--- src/sv/bmg_pkg.sv ---
// shared constants, types and the cordic arctangent table for the gaussian pipeline
// depends on nothing; the module files refer to it by scoped names
package bmg_pkg;

    localparam int LOG_FRAC_BITS = 24;
    localparam int LZ_W          = 5;
    localparam int LG_W          = 30;
    localparam int R2_W          = 30;
    localparam int SQRT_BITS     = 23;
    localparam int REM_W         = 48;
    localparam int CORDIC_STEPS  = 16;
    localparam int Z_W           = 31;
    localparam int ZS_W          = 34;
    localparam int XY_W          = 26;
    localparam int OUT_W         = 20;

    localparam logic [31:0] LN2_Q32     = 32'd2977044472;
    localparam logic [30:0] HALF_PI_Q30 = 31'h6487ED51;
    localparam logic [31:0] GAIN_Q32    = 32'd2608131496;

    localparam logic signed [OUT_W-1:0] OUT_MAX = 20'sh7FFFF;
    localparam logic signed [OUT_W-1:0] OUT_MIN = 20'sh80000;

    typedef enum logic [1:0] {
        QUAD_0 = 2'd0,
        QUAD_1 = 2'd1,
        QUAD_2 = 2'd2,
        QUAD_3 = 2'd3
    } t_quad;

    typedef struct packed {
        t_quad          quad;
        logic [Z_W-1:0] z;
    } t_angle;

    // arctangent of 2^-idx, q2.30
    function automatic logic [31:0] atan_q30(input logic [3:0] idx);
        logic [31:0] v;
        case (idx)
            4'd0:    v = 32'h3243F6A8;
            4'd1:    v = 32'h1DAC6705;
            4'd2:    v = 32'h0FADBAFC;
            4'd3:    v = 32'h07F56EA6;
            4'd4:    v = 32'h03FEAB76;
            4'd5:    v = 32'h01FFD55B;
            4'd6:    v = 32'h00FFFAAA;
            4'd7:    v = 32'h007FFF55;
            4'd8:    v = 32'h003FFFEA;
            4'd9:    v = 32'h001FFFFD;
            4'd10:   v = 32'h000FFFFF;
            4'd11:   v = 32'h0007FFFF;
            4'd12:   v = 32'h0003FFFF;
            4'd13:   v = 32'h0001FFFF;
            4'd14:   v = 32'h0000FFFF;
            default: v = 32'h00007FFF;
        endcase
        return v;
    endfunction

endpackage

--- src/sv/bmg_sqrt.sv ---
// pipelined restoring square root, one root bit per stage
// depends on bmg_pkg
module bmg_sqrt (
    input  logic                             i_clk,
    input  logic                             i_rst_n,
    input  logic                             i_en,
    input  logic                             i_valid,
    input  logic [bmg_pkg::R2_W-1:0]         i_r2,
    input  bmg_pkg::t_angle                  i_angle,
    output logic                             o_valid,
    output logic [bmg_pkg::SQRT_BITS-1:0]    o_rad,
    output bmg_pkg::t_angle                  o_angle
);

    localparam int N = bmg_pkg::SQRT_BITS;
    localparam int W = bmg_pkg::REM_W;

    logic            r_valid [0:N];
    logic [W-1:0]    r_rem   [0:N];
    logic [N-1:0]    r_q     [0:N];
    bmg_pkg::t_angle r_angle [0:N];

    // operand register, value shifted to q.40
    always_ff @(posedge i_clk) begin
        if (!i_rst_n) begin
            r_valid[0] <= 1'b0;
        end else if (i_en) begin
            r_valid[0] <= i_valid;
        end
    end

    always_ff @(posedge i_clk) begin
        if (i_en) begin
            r_rem[0]   <= W'({i_r2, 16'd0});
            r_q[0]     <= '0;
            r_angle[0] <= i_angle;
        end
    end

    // try each root bit from the top down
    for (genvar k = 0; k < N; k++) begin : g_bit
        localparam int B = N - 1 - k;
        logic [W-1:0] w_delta;

        assign w_delta = (W'(r_q[k]) << (B + 1)) + (W'(1) << (2 * B));

        always_ff @(posedge i_clk) begin
            if (!i_rst_n) begin
                r_valid[k+1] <= 1'b0;
            end else if (i_en) begin
                r_valid[k+1] <= r_valid[k];
            end
        end

        always_ff @(posedge i_clk) begin
            if (i_en) begin
                if (r_rem[k] >= w_delta) begin
                    r_rem[k+1] <= r_rem[k] - w_delta;
                    r_q[k+1]   <= r_q[k] | (N'(1) << B);
                end else begin
                    r_rem[k+1] <= r_rem[k];
                    r_q[k+1]   <= r_q[k];
                end
                r_angle[k+1] <= r_angle[k];
            end
        end
    end

    assign o_valid = r_valid[N];
    assign o_rad   = r_q[N];
    assign o_angle = r_angle[N];

    // the root is the floor: remainder never reaches 2q+1
    a_floor_root: assert property (@(posedge i_clk) disable iff (!i_rst_n)
        r_valid[N] |-> r_rem[N] <= W'({r_q[N], 1'b0}))
        else $error("square root remainder too large");

endmodule

--- config.mk ---
export PLATFORM = sky130hd
export DESIGN_NAME = bmg_sqrt
export DESIGN_NICKNAME = d
export VERILOG_FILES = /design/src/sv/bmg_pkg.sv /design/src/sv/bmg_sqrt.sv
export SDC_FILE = /design/constraint.sdc
export NUM_CORES = 2
export LEC_CHECK = 0
export BUFFER_PORTS_ARGS = -buffer_cell sky130_fd_sc_hd__buf_2
export CAP_MARGIN = 5
export CORE_MARGIN = 4
export CORE_UTILIZATION = 28
export DETAILED_ROUTE_END_ITERATION = 8
export GPL_ROUTABILITY_DRIVEN = 1
export PLACE_DENSITY = 0.43
export RECOVER_POWER = 50
export SLEW_MARGIN = 20
export SYNTH_ARGS = -nofsm -noshare
export SYNTH_HDL_FRONTEND = slang
export SYNTH_SLANG_ARGS = --single-unit
export TNS_END_PERCENT = 30
--- constraint.sdc ---
create_clock -name i_clk -period 5.1 [get_ports i_clk]
set_input_delay 0.51 -clock i_clk [delete_from_list [all_inputs] [get_ports i_clk]]
set_output_delay 0.51 -clock i_clk [all_outputs]
set_load 0.03 [all_outputs]
* Word-level counts from Yosys, hierarchy flattened
Memories as Yosys holds them, arrays and structs flattened.
Index checks and enable logic that the tools add are counted.
** Operators by class
- Add/sub/neg operators :: 46
- Multiplexer cells :: 213
- Bitwise operators :: 70
- Magnitude comparators :: 23
** Operator list (count)
- 48-bit 2-to-1 mux :: 23
- 23-bit 2-to-1 mux :: 23
- 1-bit 2-to-1 mux :: 167
- 1-bit OR :: 70
- 48-bit by 25-bit greater-or-equal comparator with 1-bit output :: 1
- 48-bit by 26-bit greater-or-equal comparator with 1-bit output :: 1
- 48-bit by 27-bit greater-or-equal comparator with 1-bit output :: 1
- 48-bit by 28-bit greater-or-equal comparator with 1-bit output :: 1
- 48-bit by 29-bit greater-or-equal comparator with 1-bit output :: 1
- 48-bit by 30-bit greater-or-equal comparator with 1-bit output :: 1
- 48-bit by 31-bit greater-or-equal comparator with 1-bit output :: 1
- 48-bit by 32-bit greater-or-equal comparator with 1-bit output :: 1
- 48-bit by 33-bit greater-or-equal comparator with 1-bit output :: 1
- 48-bit by 34-bit greater-or-equal comparator with 1-bit output :: 1
- 48-bit by 35-bit greater-or-equal comparator with 1-bit output :: 1
- 48-bit by 36-bit greater-or-equal comparator with 1-bit output :: 1
- 48-bit by 37-bit greater-or-equal comparator with 1-bit output :: 1
- 48-bit by 38-bit greater-or-equal comparator with 1-bit output :: 1
- 48-bit by 39-bit greater-or-equal comparator with 1-bit output :: 1
- 48-bit by 40-bit greater-or-equal comparator with 1-bit output :: 1
- 48-bit by 41-bit greater-or-equal comparator with 1-bit output :: 1
- 48-bit by 42-bit greater-or-equal comparator with 1-bit output :: 1
- 48-bit by 43-bit greater-or-equal comparator with 1-bit output :: 1
- 48-bit by 44-bit greater-or-equal comparator with 1-bit output :: 1
- 49 further kinds :: 49
** Word-level totals
- Bits in registers :: 0
- Memories kept :: 4
- Bits of input ports :: 67
- RAM bits :: 2520
- Word-level logic and storage cells :: 356
- Output and inout port bits :: 57
** Memory list
- r_rem :: words 24, bits a word 48, rd ports 23, clocked after memory_dff 0, wr ports 24, line bmg_sqrt.sv:19 : logic [W-1:0] r_rem [0:N];
- r_angle :: words 24, bits a word 33, rd ports 24, clocked after memory_dff 0, wr ports 24, line bmg_sqrt.sv:21 : bmg_pkg::t_angle r_angle [0:N];
- r_q :: words 24, bits a word 23, rd ports 24, clocked after memory_dff 0, wr ports 24, line bmg_sqrt.sv:20 : logic [N-1:0] r_q [0:N];
- r_valid :: words 24, bits a word 1, rd ports 24, clocked after memory_dff 0, wr ports 24, line bmg_sqrt.sv:18 : logic r_valid [0:N];

* Logic depth before layout (Yosys ltp)
An unclocked memory read counts as a cell.
- Depth after elaboration :: 7
- Mapped depth :: 15
- Gate-level depth less buffers :: 13

* Worst setup path after synthesis
OpenSTA, ideal clock, no wires.
- Path kind :: input-to-reg
- Start :: input i_en
- End :: memory r_q[2][139] (netlist bit) (enable)
- Stages on the path :: 4
- Required time :: 4.652 ns
- Arrival :: 3.168 ns
- Library setup time :: 0.448 ns
- Slack :: 1.484 ns
- Cell sequence :: clkbuf_1 clkbuf_1 clkbuf_1 clkbuf_1
** RTL lines
- start: declaration :: line bmg_sqrt.sv:6 : input logic i_en,
- end: declaration :: line bmg_sqrt.sv:20

==> impl_metrics.yaml <==
run_status:
  status: "finished with violations"
  failed_checks: "capacitance limit, slew limit"
floorplan:
  fp.coreArea_sq_um: 279100
  start_util: 0.2810
  io_pins: 124
  dieHeight_um: 537.3
  rows: 194
  die_w_um: 537.3
  dieArea_sq_um: 288700
grt:
  gr-total-overflow: 0
  grt_pass1_wl_mm: 236.0
  grt.total_usage: 0.1014
  grt_max_degree: 192
  grt_pass1_vias: 42760
  antenna_found_initial: 5
placed_design:
  place_area_sq_um: 83440
  pre_cts_slack_ps: 1134
  gp_congestion: 0.8242
  port_buffers: 123
  place_hpwl_mm: 102.6
synth:
  synthTopCellsByArea: "edfxtp_1 72%, ha_1 4.5%, xnor2_1 2.6%, xor2_1 2.5%, nand2_1 1.9%"
  synth.avg_cell_area_sq_um: 14.69
  synth-seq-cells: 1874
  synthArstFlopShare: 0
  synth_ff_type: "edfxtp_1"
  yosys_warnings: 0
  synthDistinctLibCells: 85
  synth_top_cell_by_area: "edfxtp_1"
  synth_area_sq_um: 78440
  syn-num-nets: 5693
  synth_top_area_share: 0.7171
  syn_inst: 5338
  yosys-top-cells-count: "1873 x edfxtp_1, 394 x nand2_1, 361 x inv_1"
  synth.yosys.seq_area_share: 0.7173
  synth_most_common_cell: "edfxtp_1"
  synth_edf_count: 1873
setup_path:
  required_ps: 5560
  cp_top_family: "buffers and inverters"
  end_kind: "flop"
  worst-path-buf-inv: 3
  cp_cell_sequence: "buf_12 -> clkbuf_1 -> buf_4"
  criticalPathCategory: "in -> reg"
  crit_path_start_kind: "primary input"
  worstPathMaxFanout: 74
  slowest_delay_ps: 2730
  slowest_stage: "clkbuf_1"
  critPathArrivalTime_ps: 4430
finish:
  drive_above_1_share: 0.08592
  stdcell_area_sq_um: 90440
  post-route-util: 0.3240
  syn2layout_area_growth_pct: 15.30
  nNetsFinal: 5992
power:
  comb_power_share: 0.115
  power_density_nw_per_um2: 423.6
  seq_power_share: 0.513
  p_switching_w: 0.009416
  vdd_drop_max_v: 0.0002610
  leakagePower_nw: 32.26
  pwr-share-clk: 0.373
  swShare: 0.2458
  p_int_w: 0.02890
job:
  max-cap-violations: 9
timing:
  period_minus_slack_ps: 3970
  timing.final.ws_setup_ps: 1130
  tns_ps: 0
  timing.slew.headroom: -1.615
  slew_violations: 725
  fin_skew_ps: 60.74
  max_slew.worst_pin.slew_ps: 3923
  holdWs_ps: 142.6
  final-setup-viol-count: 0
  rsz0062_at_grt: "no"
  hold_viol: 0
  period_share: 0.7785
  fmax_mhz: 251.9
detailed_routing:
  ant_nets: 0
  viasPerCell: 4.350
  via_count: 41430
  routed_wl_mm: 148.5
  drt-wirelength-per-cell_um: 15.60
  dr.pass1.iters: 7
  drc: 0
  first_iter_violations: 2250
cts:
  clkSlewWorstSetupHoldPaths_ps: 60
  cts-root-buf: "clkbuf_16"
  h-tree-depth: 4
  cts_resized: 0
  clockBufferDepth: 4
  cts_tree: "done"
  worstSkewPairLatency_ps: 840
  cts_buffers: 209
  cts.sinks: 1874
  cts_setup_buffers: 0
min_path:
  hold_path_class: "in -> reg"
-- per-layer routing --
layer / global-route usage / part of all wire / vias up
met3: 0.01817 / 0.035 / 345
met1: 0.1254 / 0.44 / 19840
li1: - / - / 20580
met2: 0.1755 / 0.49 / 663
met4: 0.03990 / 0.039 / 0
met5: 0 / 0 / -
-- power by group through the flow --
stage               clock, W  sequential (W)  combinational (W)
floorplan                  0          0.0196            0.00330
global placement           0          0.0199            0.00433
global route          0.0155          0.0198            0.00495
CTS                   0.0149          0.0196            0.00445
finish                0.0143          0.0196            0.00439
detailed placement         0          0.0199            0.00440
-- area by class of cell --
| cell class | instances | area [sq um] |
|---|---|---|
| timing repair buffer | 225 | 1544 |
| clock inverter | 113 | 942.2 |
| multi-input combinational | 2964 | 20160 |
| sequential | 1874 | 56260 |
| fill | 27120 | 188700 |
| tap | 3724 | 4659 |
| antenna | 3 | 7.507 |
| inverter | 363 | 1363 |
| clock buffer | 257 | 5495 |
-- worst paths after layout --
check | startpoint | endpoint | slack [ps] | cells after the start
hold reg to reg | r_angle[2][225]$_DFFE_PP_ | r_angle[2][258]$_DFFE_PP_ | 380 | 0
setup reg to reg | r_rem[14][18]$_DFFE_PP_ | r_rem[15][41]$_DFFE_PP_ | 1210 | 9
hold / removal | i_rst_n | r_valid[2][0]$_DFF_P_ | 140 | 2
setup / recovery | i_en | r_angle[0][21]$_DFFE_PP_ | 1130 | 3
-- flip-flops by register name, indices dropped and copies added (netlist names) --
name and count:
r_valid 24, r_rem 782, r_angle 792, r_q 276
-- per-stage QoR --
stage | instances | power [W]
floorplan | 5338 | 0.02287
global placement | 9087 | 0.02428
detailed placement | 9087 | 0.02434
CTS | 9520 | 0.03898
global route | 9523 | 0.04028
finish | 9523 | 0.03831
-- cell usage in the layout, fill, tap and decap left out, types with 34 or more instances in the layout --
cell	Yosys	routed
edfxtp_1	1873	1873
clkinv_2	0	34
and3_1	37	37
clkbuf_16	0	213
a21oi_1	219	218
a21o_1	84	84
nor2b_1	34	34
nand3_1	75	75
inv_1	361	361
o21ai_0	288	288
nand2b_1	57	57
buf_2	13	112
dlygate4sd3_1	0	63
clkbuf_1	83	60
o21a_1	44	44
ha_1	281	281
nor3_1	129	129
xor2_1	220	220
nor4_1	111	110
clkinv_1	0	53
a211oi_1	36	35
xnor2_1	235	235
nand2_1	394	393
nand4_1	37	37
nor2_1	241	241
or3_1	50	50
-- timing repair --
action                                  in CTS  in global routing
hold buffers                                63                  0
endpoints found under the hold margin       63                  0
endpoints found under the setup margin       0                  0
-- logic make-up (layout without fill, tap and decap cells) --
| family | count (synthesis) | in the layout | share of synthesized area |
|---|---|---|---|
| XOR/XNOR | 455 | 455 | 0.05081 |
| AND/OR/NAND/NOR | 1323 | 1323 | 0.08585 |
| adder cells (fa/ha/maj) | 288 | 288 | 0.04661 |
| buffers and inverters | 500 | 958 | 0.02605 |
| AO/OA/AOI/OAI | 859 | 859 | 0.06789 |
| flip-flops | 1874 | 1874 | 0.7173 |
| other | 0 | 3 | 0 |
| multiplexers | 39 | 39 | 0.005471 |
Power figures use the tool's default switching activity.
