### src/sv/bmg_pkg.sv
// shared constants, types and the cordic arctangent table for the gaussian pipeline
// depends on nothing; the module files refer to it by scoped names
package bmg_pkg;

    localparam int LOG_FRAC_BITS = 24;
    localparam int LZ_W          = 5;
    localparam int LG_W          = 30;
    localparam int R2_W          = 30;
    localparam int SQRT_BITS     = 23;
    localparam int REM_W         = 48;
    localparam int CORDIC_STEPS  = 16;
    localparam int Z_W           = 31;
    localparam int ZS_W          = 34;
    localparam int XY_W          = 26;
    localparam int OUT_W         = 20;

    localparam logic [31:0] LN2_Q32     = 32'd2977044472;
    localparam logic [30:0] HALF_PI_Q30 = 31'h6487ED51;
    localparam logic [31:0] GAIN_Q32    = 32'd2608131496;

    localparam logic signed [OUT_W-1:0] OUT_MAX = 20'sh7FFFF;
    localparam logic signed [OUT_W-1:0] OUT_MIN = 20'sh80000;

    typedef enum logic [1:0] {
        QUAD_0 = 2'd0,
        QUAD_1 = 2'd1,
        QUAD_2 = 2'd2,
        QUAD_3 = 2'd3
    } t_quad;

    typedef struct packed {
        t_quad          quad;
        logic [Z_W-1:0] z;
    } t_angle;

    // arctangent of 2^-idx, q2.30
    function automatic logic [31:0] atan_q30(input logic [3:0] idx);
        logic [31:0] v;
        case (idx)
            4'd0:    v = 32'h3243F6A8;
            4'd1:    v = 32'h1DAC6705;
            4'd2:    v = 32'h0FADBAFC;
            4'd3:    v = 32'h07F56EA6;
            4'd4:    v = 32'h03FEAB76;
            4'd5:    v = 32'h01FFD55B;
            4'd6:    v = 32'h00FFFAAA;
            4'd7:    v = 32'h007FFF55;
            4'd8:    v = 32'h003FFFEA;
            4'd9:    v = 32'h001FFFFD;
            4'd10:   v = 32'h000FFFFF;
            4'd11:   v = 32'h0007FFFF;
            4'd12:   v = 32'h0003FFFF;
            4'd13:   v = 32'h0001FFFF;
            4'd14:   v = 32'h0000FFFF;
            default: v = 32'h00007FFF;
        endcase
        return v;
    endfunction

endpackage

### src/sv/bmg_cordic.sv
// gain prescale, sixteen cordic rotation stages, quadrant fold and q4.16 rounding
// depends on bmg_pkg
module bmg_cordic (
    input  logic                                i_clk,
    input  logic                                i_rst_n,
    input  logic                                i_en,
    input  logic                                i_valid,
    input  logic [bmg_pkg::SQRT_BITS-1:0]       i_rad,
    input  bmg_pkg::t_angle                     i_angle,
    output logic                                o_valid,
    output logic signed [bmg_pkg::OUT_W-1:0]    o_normal_cos,
    output logic signed [bmg_pkg::OUT_W-1:0]    o_normal_sin
);

    localparam int N  = bmg_pkg::CORDIC_STEPS;
    localparam int XW = bmg_pkg::XY_W;
    localparam int ZW = bmg_pkg::ZS_W;

    logic                 r_valid [0:N];
    logic signed [XW-1:0] r_x     [0:N];
    logic signed [XW-1:0] r_y     [0:N];
    logic signed [ZW-1:0] r_z     [0:N];
    bmg_pkg::t_quad       r_quad  [0:N];

    logic [54:0]          w_gprod;
    logic signed [XW-1:0] w_oc;
    logic signed [XW-1:0] w_os;

    logic                              r_o_valid;
    logic signed [bmg_pkg::OUT_W-1:0]  r_o_cos;
    logic signed [bmg_pkg::OUT_W-1:0]  r_o_sin;

    // round q.20 to q4.16 and clamp
    function automatic logic signed [bmg_pkg::OUT_W-1:0] to_out(
        input logic signed [XW-1:0] v);
        logic signed [XW:0]   t;
        logic signed [XW-4:0] sh;
        logic signed [bmg_pkg::OUT_W-1:0] r;
        t  = (XW+1)'(v) + (XW+1)'(8);
        sh = (XW-3)'(t >>> 4);
        if (sh > (XW-3)'(bmg_pkg::OUT_MAX)) begin
            r = bmg_pkg::OUT_MAX;
        end else if (sh < (XW-3)'(bmg_pkg::OUT_MIN)) begin
            r = bmg_pkg::OUT_MIN;
        end else begin
            r = bmg_pkg::OUT_W'(sh);
        end
        return r;
    endfunction

    // prescale radius by the cordic gain
    assign w_gprod = 55'(i_rad) * 55'(bmg_pkg::GAIN_Q32);

    always_ff @(posedge i_clk) begin
        if (!i_rst_n) begin
            r_valid[0] <= 1'b0;
        end else if (i_en) begin
            r_valid[0] <= i_valid;
        end
    end

    always_ff @(posedge i_clk) begin
        if (i_en) begin
            r_x[0]    <= XW'(w_gprod[54:32]);
            r_y[0]    <= '0;
            r_z[0]    <= ZW'(i_angle.z);
            r_quad[0] <= i_angle.quad;
        end
    end

    // rotation stages
    for (genvar i = 0; i < N; i++) begin : g_rot
        logic signed [XW-1:0] w_dx;
        logic signed [XW-1:0] w_dy;
        logic signed [ZW-1:0] w_at;

        assign w_dx = r_y[i] >>> i;
        assign w_dy = r_x[i] >>> i;
        assign w_at = ZW'(bmg_pkg::atan_q30(4'(i)));

        always_ff @(posedge i_clk) begin
            if (!i_rst_n) begin
                r_valid[i+1] <= 1'b0;
            end else if (i_en) begin
                r_valid[i+1] <= r_valid[i];
            end
        end

        always_ff @(posedge i_clk) begin
            if (i_en) begin
                if (!r_z[i][ZW-1]) begin
                    r_x[i+1] <= r_x[i] - w_dx;
                    r_y[i+1] <= r_y[i] + w_dy;
                    r_z[i+1] <= r_z[i] - w_at;
                end else begin
                    r_x[i+1] <= r_x[i] + w_dx;
                    r_y[i+1] <= r_y[i] - w_dy;
                    r_z[i+1] <= r_z[i] + w_at;
                end
                r_quad[i+1] <= r_quad[i];
            end
        end
    end

    // quadrant fold
    always_comb begin
        unique case (r_quad[N])
            bmg_pkg::QUAD_0: begin w_oc = r_x[N];  w_os = r_y[N];  end
            bmg_pkg::QUAD_1: begin w_oc = -r_y[N]; w_os = r_x[N];  end
            bmg_pkg::QUAD_2: begin w_oc = -r_x[N]; w_os = -r_y[N]; end
            default:         begin w_oc = r_y[N];  w_os = -r_x[N]; end
        endcase
    end

    // output register
    always_ff @(posedge i_clk) begin
        if (!i_rst_n) begin
            r_o_valid <= 1'b0;
        end else if (i_en) begin
            r_o_valid <= r_valid[N];
        end
    end

    always_ff @(posedge i_clk) begin
        if (i_en) begin
            r_o_cos <= to_out(w_oc);
            r_o_sin <= to_out(w_os);
        end
    end

    assign o_valid      = r_o_valid;
    assign o_normal_cos = r_o_cos;
    assign o_normal_sin = r_o_sin;

endmodule
### config.mk
export PLATFORM = sky130hd
export DESIGN_NAME = bmg_cordic
export DESIGN_NICKNAME = d
export VERILOG_FILES = /design/src/sv/bmg_pkg.sv /design/src/sv/bmg_cordic.sv
export SDC_FILE = /design/constraint.sdc
export NUM_CORES = 2
export LEC_CHECK = 0
export BUFFER_PORTS_ARGS = -buffer_cell sky130_fd_sc_hd__buf_2
export CAP_MARGIN = 25
export CORE_ASPECT_RATIO = 1.5
export CORE_MARGIN = 2
export CORE_UTILIZATION = 50
export CTS_CLUSTER_DIAMETER = 60
export CTS_CLUSTER_SIZE = 8
export DETAILED_ROUTE_END_ITERATION = 12
export PLACE_DENSITY = 0.65
export SLEW_MARGIN = 20
export SYNTH_ARGS = -nofsm -noshare
export SYNTH_HDL_FRONTEND = slang
export SYNTH_SLANG_ARGS = --single-unit
export TNS_END_PERCENT = 50
### constraint.sdc
create_clock -name i_clk -period 13 [get_ports i_clk]
set_input_delay 2.6 -clock i_clk [delete_from_list [all_inputs] [get_ports i_clk]]
set_output_delay 2.6 -clock i_clk [all_outputs]
set_load 0.03 [all_outputs]
After elaboration in Yosys (flattened, before gate mapping)
Memories as Yosys holds them, arrays and structs flattened. A register that Yosys moved wholly into a read port is not among the register bits.
Index checks and enable logic that the tools add are counted.
{"block": "totals", "reg_bits": 40, "mem_bits_rw": 1513, "in_bits": 60, "out_inout_bits": 41, "word_cells": 350, "memories": 5}
{"memory": "r_z", "words": 17, "word_bits": 34, "rd": 16, "rd_clocked_by_memory_dff": 0, "wr": 17, "line_no": "bmg_cordic.sv:22", "source": "logic signed [ZW-1:0] r_z [0:N];"}
{"memory": "r_x", "words": 17, "word_bits": 26, "rd": 17, "rd_clocked_by_memory_dff": 0, "wr": 17, "line_no": "bmg_cordic.sv:20", "source": "logic signed [XW-1:0] r_x [0:N];"}
{"memory": "r_y", "words": 17, "word_bits": 26, "rd": 17, "rd_clocked_by_memory_dff": 0, "wr": 17, "line_no": "bmg_cordic.sv:21", "source": "logic signed [XW-1:0] r_y [0:N];"}
{"memory": "r_quad", "words": 17, "word_bits": 2, "rd": 17, "rd_clocked_by_memory_dff": 0, "wr": 17, "line_no": "bmg_cordic.sv:23", "source": "bmg_pkg::t_quad r_quad [0:N];"}
{"memory": "r_valid", "words": 17, "word_bits": 1, "rd": 17, "rd_clocked_by_memory_dff": 1, "wr": 17, "line_no": "bmg_cordic.sv:19", "source": "logic r_valid [0:N];"}
{"block": "classes", "add_sub_neg": 99, "mul": 1, "order_cmp": 4, "eq_ne": 2, "mux": 170, "bitwise_logic": 65, "reduce_logical": 2}
{"cell": "26-bit 2-to-1 mux", "count": 32}
{"cell": "34-bit 2-to-1 mux", "count": 16}
{"cell": "26-bit case mux with 3 select lines", "count": 2}
{"cell": "1-bit 2-to-1 mux", "count": 118}
{"cell": "1-bit OR", "count": 65}
{"cell": "26-bit by 5-bit adder with 27-bit output (second input constant)", "count": 2}
{"cell": "26-bit by 11-bit adder with 26-bit output", "count": 2}
{"cell": "26-bit by 12-bit adder with 26-bit output", "count": 2}
{"cell": "26-bit by 13-bit adder with 26-bit output", "count": 2}
{"cell": "26-bit by 14-bit adder with 26-bit output", "count": 2}
{"cell": "26-bit by 15-bit adder with 26-bit output", "count": 2}
{"cell": "26-bit by 16-bit adder with 26-bit output", "count": 2}
{"cell": "26-bit by 17-bit adder with 26-bit output", "count": 2}
{"cell": "26-bit by 18-bit adder with 26-bit output", "count": 2}
{"cell": "26-bit by 19-bit adder with 26-bit output", "count": 2}
{"cell": "26-bit by 20-bit adder with 26-bit output", "count": 2}
{"cell": "26-bit by 21-bit adder with 26-bit output", "count": 2}
{"cell": "26-bit by 22-bit adder with 26-bit output", "count": 2}
{"cell": "26-bit by 23-bit adder with 26-bit output", "count": 2}
{"cell": "26-bit by 24-bit adder with 26-bit output", "count": 2}
{"cell": "26-bit by 25-bit adder with 26-bit output", "count": 2}
{"cell": "23-bit by 29-bit multiplier with 52-bit output (second input constant)", "count": 1}
{"cell": "26-bit negation", "count": 2}
{"cell": "26-bit by 11-bit subtractor with 26-bit output", "count": 2}
{"cell": "55 further kinds", "count": 73}

Longest topological paths before layout
An unclocked memory read counts as a cell.
{"block": "depth", "word_depth": 6, "ltp_mapped": 26, "mapped_depth_nobuf": 26}

Least setup slack after synthesis
Ideal clock, no wire load.
{"block": "synth_timing", "path_type": "input to register", "from": "input port i_rad[11] (netlist name)", "to": "memory r_x[0][15] (netlist name) (data pin)", "setup_time_ns": 0.260, "arrival_time_ns": 8.876, "required_ns": 12.740, "setup_slack_ns": 3.864, "stages": 24, "path_buffers": 0, "path_cell_list": "fa_1 -> inv_1 -> fa_1 -> inv_1 -> fa_1 -> fa_1 -> fa_1 -> fa_1 -> inv_1 -> fa_1 -> inv_1 -> ha_1 -> a21o_1 -> a21o_1 -> a2111oi_0 -> nand3_1 -> o21ai_0 -> a211oi_1 -> o2111ai_1 -> o21ai_0 -> a21oi_1 -> o21ai_0 -> a21oi_1 -> xnor2_1"}
{"element": "start, declared", "line_no": "bmg_cordic.sv:8", "source": "input logic [bmg_pkg::SQRT_BITS-1:0] i_rad,"}
{"element": "end, declared", "line_no": "bmg_cordic.sv:20"}

==> flow_metrics.tcl <==
set metrics [dict create \
    gp_congestion 0.927 \
    hold_ws_ps 407 \
    async_flop_share 0 \
    syn-num-nets 13900 \
    met1Wirelength_um 113000 \
    die_y_um 607 \
    grt_usage 0.259 \
    drtAntennaViolNets 0 \
    path_clk_slew_ps 50 \
    wl_met3_um 8940 \
    tightest_slew_ps 1100 \
    fp.dieW_um 406 \
    grt_pass1_vias 93800 \
    drt_iter0_drc 4737 \
    hold_viol_final 0 \
    synth_seq_area_share 0.353 \
    synth_most_common_cell "ha_1" \
    synth_cells 12100 \
    grt_max_degree 130 \
    yosysTopAreaCell "edfxtp_1" \
    timing.setup.tns_ps 0 \
    cts_made_buffers 211 \
    synth_warnings 0 \
    synth_area_mm2 0.121 \
    clk_latency_ps 890 \
    die_area_mm2 0.247 \
    hpwl_um 260000 \
    required_ps 13600 \
    wl_um 322000 \
    end_kind "flop" \
    crit_type "in2reg" \
    critPathLaunchType "primary input" \
    ctsHoldBuffers 0 \
    top_layer "met5" \
    synth_common_cells "ha_1 (1455), edfxtp_1 (1423), xnor2_1 (1052)" \
    synth_top_area_share 0.352 \
    finalSetupViolations 0 \
    drive_gt1_frac 0.0494 \
    rsz0062_at_grt "no" \
    h-tree-depth 4 \
    violations "DRC" \
    met2_length_um 182000 \
    clock-root-buffer "clkbuf_16" \
    clock_skew_ps 61.8 \
    min_period_over_period 0.771 \
    portBuffers 100 \
    wl_per_cell_um 20.7 \
    postCtsSetupBuffers 0 \
    antenna_found_initial 11 \
    min_period_ps 10020 \
    maxSlewViolCount 0 \
    via_count 90900 \
    core_area_mm2 0.241 \
    grt-ovfl-total 0 \
    avgSynthCellArea_um2 10.0 \
    cts_sinks 1425 \
    hold_class "reg2reg" \
    nets 14100 \
    clk_path_buf_depth 4 \
    row_count 221 \
    ctsResizeCount 0 \
    initial_utilization 0.502 \
    slew_headroom 0.257 \
    num_io_pins 101 \
    yosysUniqueCellTypes 106 \
    remaining_drc_errors 2 \
    crit_arrival_ps 10620 \
    synth_ff_type "edfxtp_1" \
    synth-edff-count 1423 \
    area_growth_pct 8.27 \
    synth.ff_latch_count 1425 \
    cts_tree "done" \
    outcome "finished, violations left" \
    viasPerCell 5.85 \
    grt_pass1_wl_um 505000 \
    cp_max_fo 7 \
    fmax_mhz 99.8 \
    dr.pass1.iters 12 \
    synth_area_leaders "edfxtp_1 (35%), ha_1 (15%), xnor2_1 (7.6%)" \
    drv_cap 0 \
]
metrics by stage:
step	util	setup WS, ps	cell area [um2]	std cells
floorplan	-	3860	121000	12100
global placement	0.521	1820	126000	15300
detailed placement	0.521	1930	126000	15300
CTS	0.544	2810	131000	15500
global route	0.544	2400	131000	15500
finish	0.544	2980	131000	15500
final timing paths:
path                        endpoint                     from  depth (start not counted)  slack (ps)
min          r_quad[0][20]$_DFFE_PP_  r_quad[0][18]$_DFFE_PP_                          0         410
min reg2reg  r_quad[0][20]$_DFFE_PP_  r_quad[0][18]$_DFFE_PP_                          0         410
max reg2reg     r_y[3][25]$_DFFE_PP_     r_z[2][33]$_DFFE_PP_                         19        7240
max             r_x[0][15]$_DFFE_PP_                i_rad[14]                         25        2980
worst max-delay path, stage by stage:
cell and delay (ps):
buf_2 210, ha_1 600, inv_1 180, fa_1 550, fa_1 570, inv_1 50, fa_1 520, fa_1 440
fa_1 490, inv_1 50, fa_1 470, inv_1 40, ha_1 280, a21o_1 160, a21o_1 170, a2111oi_0 590
nand3_1 130, o21ai_0 710, a211oi_1 230, o2111ai_1 520, o21ai_0 220, a21oi_1 290, o21ai_0 230, a21oi_1 230
xnor2_1 80
layout by cell type (no fill, tap or decap), types with 100 or more instances in the layout:
master     count
nor3_1       338
clkbuf_16    214
fa_1         314
and3_1       111
nand3_1      203
inv_1        846
ha_1        1455
xnor2_1     1052
nand2_1      598
edfxtp_1    1423
a31oi_1      107
o31ai_1      100
a21oi_1     1008
o21bai_1     145
or3_1        106
nand2b_1     187
o21a_1       141
xor2_1       508
nor2_1       953
nor2b_1      177
a21o_1       404
o21ai_0      560
a211oi_1     113
sequential cells by signal, indices dropped and copies added, names as in the netlist:
name	cells
r_valid	17
r_z	508
r_y	412
r_quad	34
o_valid	1
o_normal_cos	20
r_x	413
o_normal_sin	20
layout make-up:
| class | instances | area (um2) |
|---|---|---|
| Fill cell | 21100 | 110000 |
| Multi-Input combinational cell | 9620 | 74600 |
| Sequential cell | 1425 | 42800 |
| Clock buffer | 221 | 5380 |
| Tap cell | 3233 | 4050 |
| Inverter | 852 | 3200 |
| Timing Repair Buffer | 170 | 1060 |
| Clock inverter | 20 | 250 |
| Antenna cell | 4 | 10.0 |
routing by layer:
metal,vias up,GRT usage
li1,44500,-
met1,43800,0.251
met2,1785,0.527
met3,820,0.0258
met4,2,0.137
met5,-,0
cell families after synthesis:
| logic type | share of synthesized area |
|---|---|
| AOI/OAI and AO/OA | 0.164 |
| adders and majority gates | 0.202 |
| DFF | 0.353 |
| xor gates and xnor gates | 0.113 |
| and+or+nand+nor | 0.123 |
| muxes | 0.0137 |
| buffers and inverters | 0.0324 |
Power is left out: the tool's default activity adds up to more than one toggle a clock period on the data nets, which glitch-free logic cannot reach.
